--- config.mk ---
export PLATFORM = sky130hd
export DESIGN_NAME = ket_ctrl
export DESIGN_NICKNAME = d
export VERILOG_FILES = /design/src/hdl/keyed_entry_table_macros.svh /design/src/hdl/ket_pkg.sv /design/src/hdl/ket_ctrl.sv
export SDC_FILE = /design/constraint.sdc
export NUM_CORES = 1
export LEC_CHECK = 0
export ABC_AREA = 1
export BUFFER_PORTS_ARGS = -buffer_cell sky130_fd_sc_hd__buf_2
export CAP_MARGIN = 20
export CELL_PAD_IN_SITES_DETAIL_PLACEMENT = 1
export CELL_PAD_IN_SITES_GLOBAL_PLACEMENT = 2
export CORE_MARGIN = 1.5
export CORE_UTILIZATION = 21
export CTS_BUF_LIST = sky130_fd_sc_hd__clkbuf_8
export DETAILED_ROUTE_END_ITERATION = 10
export PLACE_DENSITY_LB_ADDON = 0.1
export SYNTH_ARGS = -nofsm -noshare
export SYNTH_HDL_FRONTEND = slang
export SYNTH_SLANG_ARGS = --single-unit
--- constraint.sdc ---
create_clock -name i_clk -period 1.8 [get_ports i_clk]
set_clock_uncertainty 0.2 [all_clocks]
set_input_delay 0.18 -clock i_clk [delete_from_list [all_inputs] [get_ports i_clk]]
set_output_delay 0.18 -clock i_clk [all_outputs]
set_load 0.02 [all_outputs]
--- src/hdl/keyed_entry_table_macros.svh ---
// ----------------------------------------------------------------------------
// keyed_entry_table assertion macros
// Shared concurrent assertion forms for the keyed entry table RTL.
// ----------------------------------------------------------------------------
`ifndef KEYED_ENTRY_TABLE_MACROS_SVH
`define KEYED_ENTRY_TABLE_MACROS_SVH

// Implication checked on every rising clock edge outside reset.
`define KET_ASSERT_IMPL(lbl, clk, rst_n, ante, cons, msg) \
    lbl: assert property (@(posedge clk) disable iff (!rst_n) (ante) |-> (cons)) \
        else $error(msg);

// Invariant checked on every rising clock edge outside reset.
`define KET_ASSERT_ALWAYS(lbl, clk, rst_n, cond, msg) \
    lbl: assert property (@(posedge clk) disable iff (!rst_n) (cond)) \
        else $error(msg);

`endif

--- src/hdl/ket_pkg.sv ---
// ----------------------------------------------------------------------------
// ket_pkg
// Constants, codes and controller/datapath interface types for the
// keyed entry table.
// ----------------------------------------------------------------------------
package ket_pkg;

    localparam int CAPACITY    = 64;
    localparam int IDX_W       = $clog2(CAPACITY);
    localparam int CNT_W       = $clog2(CAPACITY + 1);
    localparam int LIMIT_W     = 7;
    localparam int CMP_W       = (CNT_W > LIMIT_W) ? CNT_W : LIMIT_W;
    localparam int COUNT_W     = 7;
    localparam int KEY_W       = 32;
    localparam int VAL_W       = 64;
    localparam int OP_W        = 3;
    localparam int STS_W       = 3;
    localparam int LIMIT_RESET = 64;

    typedef logic [CMP_W-1:0] t_cmp;

    typedef enum logic [OP_W-1:0] {
        OP_ADD = 3'd0,
        OP_DEL = 3'd1,
        OP_UPD = 3'd2,
        OP_GET = 3'd3,
        OP_CLR = 3'd4
    } t_opcode;

    typedef enum logic [STS_W-1:0] {
        ST_OK      = 3'd0,
        ST_FULL    = 3'd1,
        ST_DUP     = 3'd2,
        ST_MISSING = 3'd3,
        ST_SAME    = 3'd4
    } t_status;

    // Controller to datapath
    typedef struct packed {
        logic    load;
        logic    scan_init;
        logic    scan;
        logic    shift_init;
        logic    shift;
        logic    clr_fill;
        logic    append;
        logic    update;
        logic    dec_fill;
        logic    fetch;
        logic    result;
        logic    give_found;
        t_status status;
    } t_cmd;

    // Datapath to controller
    typedef struct packed {
        t_opcode op;
        logic    full;
        logic    hit_k;
        logic    hit_nk;
        logic    same_key;
        logic    walk_done;
        logic    out_free;
    } t_sts;

endpackage

--- src/hdl/ket_ctrl.sv ---
// ----------------------------------------------------------------------------
// ket_ctrl
// Request sequencer: decode, key scan, decision, compaction and result.
// ----------------------------------------------------------------------------
module ket_ctrl
    import ket_pkg::*;
(
    input  logic i_clk,
    input  logic i_rst_n,
    input  logic i_in_valid,
    output logic o_in_ready,
    input  t_sts i_sts,
    output t_cmd o_cmd
);

    typedef enum logic [2:0] {
        S_IDLE,
        S_DECODE,
        S_SCAN,
        S_DECIDE,
        S_SHIFT,
        S_RESULT
    } t_state;

    t_state  r_state, n_state;
    t_status r_status, n_status;
    logic    r_give_found, n_give_found;

    always_comb begin
        n_state      = r_state;
        n_status     = r_status;
        n_give_found = r_give_found;
        o_cmd        = '0;
        o_cmd.status     = r_status;
        o_cmd.give_found = r_give_found;
        o_in_ready   = 1'b0;
        case (r_state)
            S_IDLE: begin
                o_in_ready = 1'b1;
                if (i_in_valid) begin
                    o_cmd.load   = 1'b1;
                    n_give_found = 1'b0;
                    n_state      = S_DECODE;
                end
            end
            S_DECODE: begin
                case (i_sts.op)
                    OP_ADD: begin
                        if (i_sts.full) begin
                            n_status = ST_FULL;
                            n_state  = S_RESULT;
                        end else begin
                            o_cmd.scan_init = 1'b1;
                            n_state         = S_SCAN;
                        end
                    end
                    OP_DEL, OP_UPD, OP_GET: begin
                        o_cmd.scan_init = 1'b1;
                        n_state         = S_SCAN;
                    end
                    OP_CLR: begin
                        o_cmd.clr_fill = 1'b1;
                        n_status       = ST_OK;
                        n_state        = S_RESULT;
                    end
                    default: begin
                        n_status = ST_OK;
                        n_state  = S_RESULT;
                    end
                endcase
            end
            S_SCAN: begin
                o_cmd.scan = 1'b1;
                if (i_sts.walk_done) begin
                    n_state = S_DECIDE;
                end
            end
            S_DECIDE: begin
                n_state  = S_RESULT;
                n_status = ST_OK;
                case (i_sts.op)
                    OP_ADD: begin
                        if (i_sts.hit_k) begin
                            n_status = ST_DUP;
                        end else begin
                            o_cmd.append = 1'b1;
                        end
                    end
                    OP_DEL: begin
                        if (!i_sts.hit_k) begin
                            n_status = ST_MISSING;
                        end else begin
                            o_cmd.shift_init = 1'b1;
                            n_state          = S_SHIFT;
                        end
                    end
                    OP_UPD: begin
                        if (!i_sts.hit_k) begin
                            n_status = ST_MISSING;
                        end else if (i_sts.same_key) begin
                            n_status = ST_SAME;
                        end else if (i_sts.hit_nk) begin
                            n_status = ST_DUP;
                        end else begin
                            o_cmd.update = 1'b1;
                        end
                    end
                    OP_GET: begin
                        if (!i_sts.hit_k) begin
                            n_status = ST_MISSING;
                        end else begin
                            o_cmd.fetch  = 1'b1;
                            n_give_found = 1'b1;
                        end
                    end
                    default: begin
                        n_status = ST_OK;
                    end
                endcase
            end
            S_SHIFT: begin
                o_cmd.shift = 1'b1;
                if (i_sts.walk_done) begin
                    o_cmd.dec_fill = 1'b1;
                    n_status       = ST_OK;
                    n_state        = S_RESULT;
                end
            end
            S_RESULT: begin
                // hold until the output register can take the result
                if (i_sts.out_free) begin
                    o_cmd.result = 1'b1;
                    n_state      = S_IDLE;
                end
            end
            default: begin
                n_state = S_IDLE;
            end
        endcase
    end

    always_ff @(posedge i_clk) begin
        if (!i_rst_n) begin
            r_state      <= S_IDLE;
            r_status     <= ST_OK;
            r_give_found <= 1'b0;
        end else begin
            r_state      <= n_state;
            r_status     <= n_status;
            r_give_found <= n_give_found;
        end
    end

endmodule

=== After elaboration in Yosys (flattened, before gate mapping) ===
Index checks and enable logic that the tools add are counted.

* Register bits after elaboration: 7
* Input port bits: 12
* Output and inout port bits: 16
* Logic and storage cells: 78

* Eq/ne operators: 17
* Multiplexer cells: 49
* Reductions and logical operators: 9

{| class="wikitable"
|+ Operators by type and width
! kind !! number
|-
| $mux 1 || 29
|-
| $mux 3 || 9
|-
| $pmux 3 s3 || 2
|-
| $pmux 3 s6 || 1
|-
| $eq 3x2->1 const B || 4
|-
| $ne 2x2->1 const B || 6
|-
| $pmux 3 s2 || 2
|-
| $reduce_and 4->1 || 3
|-
| $eq 3x3->1 const B || 3
|-
| $mux 2 || 4
|-
| $eq 3x1->1 const B || 2
|-
| $logic_not 3->1 || 2
|-
| $pmux 1 s2 || 2
|-
| $ne 3x3->1 const B || 1
|-
| $reduce_bool 3->1 || 1
|-
| $reduce_or 3->1 || 1
|-
| $ne 2x1->1 const B || 1
|-
| $reduce_bool 2->1 || 1
|-
| $reduce_or 2->1 || 1
|}

=== Depth between registers and ports, before layout ===
* Word-level depth: 5
* Depth in mapped cells: 9
* Depth with buffers taken out: 9

=== Worst setup path before layout ===
No wires, ideal clock.

* Path kind: reg2out
* Start point: register r_state[2]
* End point: output o_cmd[7] in the netlist's numbering
* Data arrival time: 1228 ps
* Data required time: 1420 ps
* Setup slack: 192 ps
* Stages on the path, launching flop included: 6
* Path through: dfxtp_1 inv_2 nand3_2 nor2_1 nand2_1 nor3_1

{| class="wikitable"
|+ RTL lines
! element !! RTL line !! text
|-
| start, declared || ket_ctrl.sv:25 || <nowiki>t_state r_state, n_state;</nowiki>
|-
| start signal, assigned || ket_ctrl.sv:148 || <nowiki>r_state <= n_state;</nowiki>
|-
| end, declared || ket_ctrl.sv:13 || <nowiki>output t_cmd o_cmd</nowiki>
|}

==> flow_metrics.tcl <==
set metrics [dict create \
    synthToLayoutAreaGrowth_pct 45.8 \
    worstMarginPinSlew_ns 0.246 \
    grt_pass1_wl_mm 3.35 \
    ys_dominant_reg_cell "dfxtp_1" \
    critPathLaunch "r_state[2]$_SDFFE_PN0P_" \
    drive_above_1_share 0.370 \
    yosys.area_share.simple 0.484 \
    r2r-start "r_state[2]$_SDFFE_PN0P_" \
    cts_tree "yes" \
    grt_usage 0.139 \
    drt-pass1-iter-count 2 \
    ios 28 \
    r2r_cells 8 \
    power_mw 1.22 \
    die_w_um 55.3 \
    dieArea_mm2 0.00306 \
    port_buffers 27 \
    ys_top_cells_by_count "21 x nand2_1, 17 x inv_1, 15 x nor2_1" \
    synth_compound_area_frac 0.122 \
    finalCritPeriodShare 0.943 \
    via_per_inst 4.52 \
    gr-total-overflow 0 \
    cts_buffer_depth 2 \
    dpl.hpwl_mm 1.57 \
    via_count 745 \
    gp_congestion 0.744 \
    synth_area_um2 574 \
    power_density_mw_per_mm2 1460 \
    fin_nets 148 \
    synthArstFlopShare 0 \
    yosys-top-cells-area "dfxtp_1 24%, nand2_1 14%, inv_1 11%, nor2_1 9.8%, nand3_1 9.6%" \
    antenna_cells 0 \
    start_util 0.228 \
    drv_slew 0 \
    route.antenna.remaining_nets 0 \
    clk_pin_slew_ns 0.04 \
    syn_nets 115 \
    hold_depth 3 \
    hold_viol 0 \
    max-cap-violations 0 \
    grt_pass1_vias 765 \
    ir_worst_vdd_v 0.000713 \
    synth_edf_count 0 \
    drt_wl_total_mm 1.97 \
    clock.fmax_mhz 589 \
    cts_buffers 3 \
    cts-htree-levels 1 \
    cellLeakagePower_nw 0.465 \
    clock-sinks 7 \
    synth_fa_ha_area_frac 0 \
    instances_no_fill 165 \
    worstPathRequired_ns 1.42 \
    hold_class "in -> reg" \
    ys_ff_latch 7 \
    end_kind "primary output" \
    criticalPathCategory "reg -> out" \
    clockRootBuffer "clkbuf_8" \
    hold_start "i_sts[2]" \
    dr.first_iter.drc_count 4 \
    synth_cells 103 \
    clk_latency_ns 0.23 \
    yosys_warnings 0 \
    setup_viol 0 \
    critPathLaunchType "flip-flop" \
    maxSlewHeadroom 0.835 \
    post-synth-top-count-cell "nand2_1" \
    yosysUniqueCellTypes 17 \
    synth_top_family_by_area "simple AND/OR/NAND/NOR gates" \
    antenna_found_initial 0 \
    dp.cells 159 \
    synth.avg_cell_area_um2 5.58 \
    synthMuxAreaShare 0 \
    arrival_ns 1.32 \
    grt_max_degree 7 \
    synth_area_leader_cell "dfxtp_1" \
    rows 18 \
    crit_fanout 6 \
    die_h_um 55.3 \
    wl_per_cell_um 11.9 \
    status "finished clean" \
    synth_top_area_share 0.244 \
    seq_area_frac_synth 0.244 \
    fp.coreArea_mm2 0.00252 \
    period_needed_ns 1.70 \
    drcViolationCount 0 \
    synthXorXnorAreaFrac 0 \
]
per-layer routing:
metal,wire length [um],global-route usage
met1,891,0.171
met2,955,0.235
met3,79,0.0234
met4,38,0.0627
met5,0,0
path summary, 6_finish.rpt:
check	to	slack [ns]
setup / recovery	o_cmd[5]	0.10
hold / removal	r_status[2]$_SDFFE_PN0P_	0.04
setup reg to reg	r_status[0]$_SDFFE_PN0P_	0.33
hold reg to reg	r_status[1]$_SDFFE_PN0P_	0.26
cell usage in the layout, fill, tap and decap left out, types with 3 or more instances in the layout:
cell       n
inv_1     18
dfxtp_1    4
inv_2      4
clkbuf_8   3
a21oi_1    6
nor2_2     3
o21ai_0    6
nand2_2    4
nor2_1    14
buf_2     26
nand2_1   20
nand3_1   11
metrics by stage:
| step | TNS, ns | area [um2] | setup WS [ns] | hold slack (ns) | util |
|---|---|---|---|---|---|
| global route | -0.0215 | 837 | -0.0171 | 0.0699 | 0.332 |
| detailed placement | 0 | 739 | 0.188 | 0.233 | 0.293 |
| floorplan | 0 | 574 | 0.192 | 0.100 | - |
| finish | 0 | 837 | 0.103 | 0.0408 | 0.332 |
| global placement | 0 | 739 | 0.209 | 0.232 | 0.293 |
| CTS | 0 | 806 | 0.0159 | 0.0371 | 0.319 |
state kept, by name (all words and copies together), names as in the netlist:
register and cells:
r_state 3, r_status 3, r_give_found 1
cells by family (layout without fill, tap and decap cells):
family | after synthesis | after routing
compound gates | 14 | 14
buf+inv | 22 | 54
flops | 7 | 7
simple gates | 60 | 60
worst max-delay path, cell delays in order, from the launching register on:
cell and delay [ns]:
dfxtp_4 0.35, inv_2 0.11, nand3_4 0.12, o21ai_2 0.15, nand3_1 0.09, nor2_1 0.12
buf_4 0.15
cell type report:
class	instances	area [um2]
clock inverters	1	3.75
inverters	21	78.8
fillers	367	1690
clock buffers	3	41.3
repair buffers	29	155
well taps	30	37.5
multi-input cells	74	374
flip-flops and latches	7	146
timing repair:
| action | CTS | global route |
|---|---|---|
| hold buffers | 1 | 0 |
| endpoints found under the hold margin | 1 | 0 |
| gates resized for setup | 3 | 9 |
| setup buffers | 1 | 0 |
| endpoints found under the setup margin | 2 | 2 |
| pin swaps | 0 | 0 |
report_power, final:
group / internal, mW / leakage (nW) / total, mW / switching [mW]
logic: 0.240 / 0.380 / 0.710 / 0.470
clock network: 0.148 / 0.0269 / 0.226 / 0.0775
registers: 0.215 / 0.0587 / 0.286 / 0.0711
No activity file was read; power rests on OpenSTA's default activity.
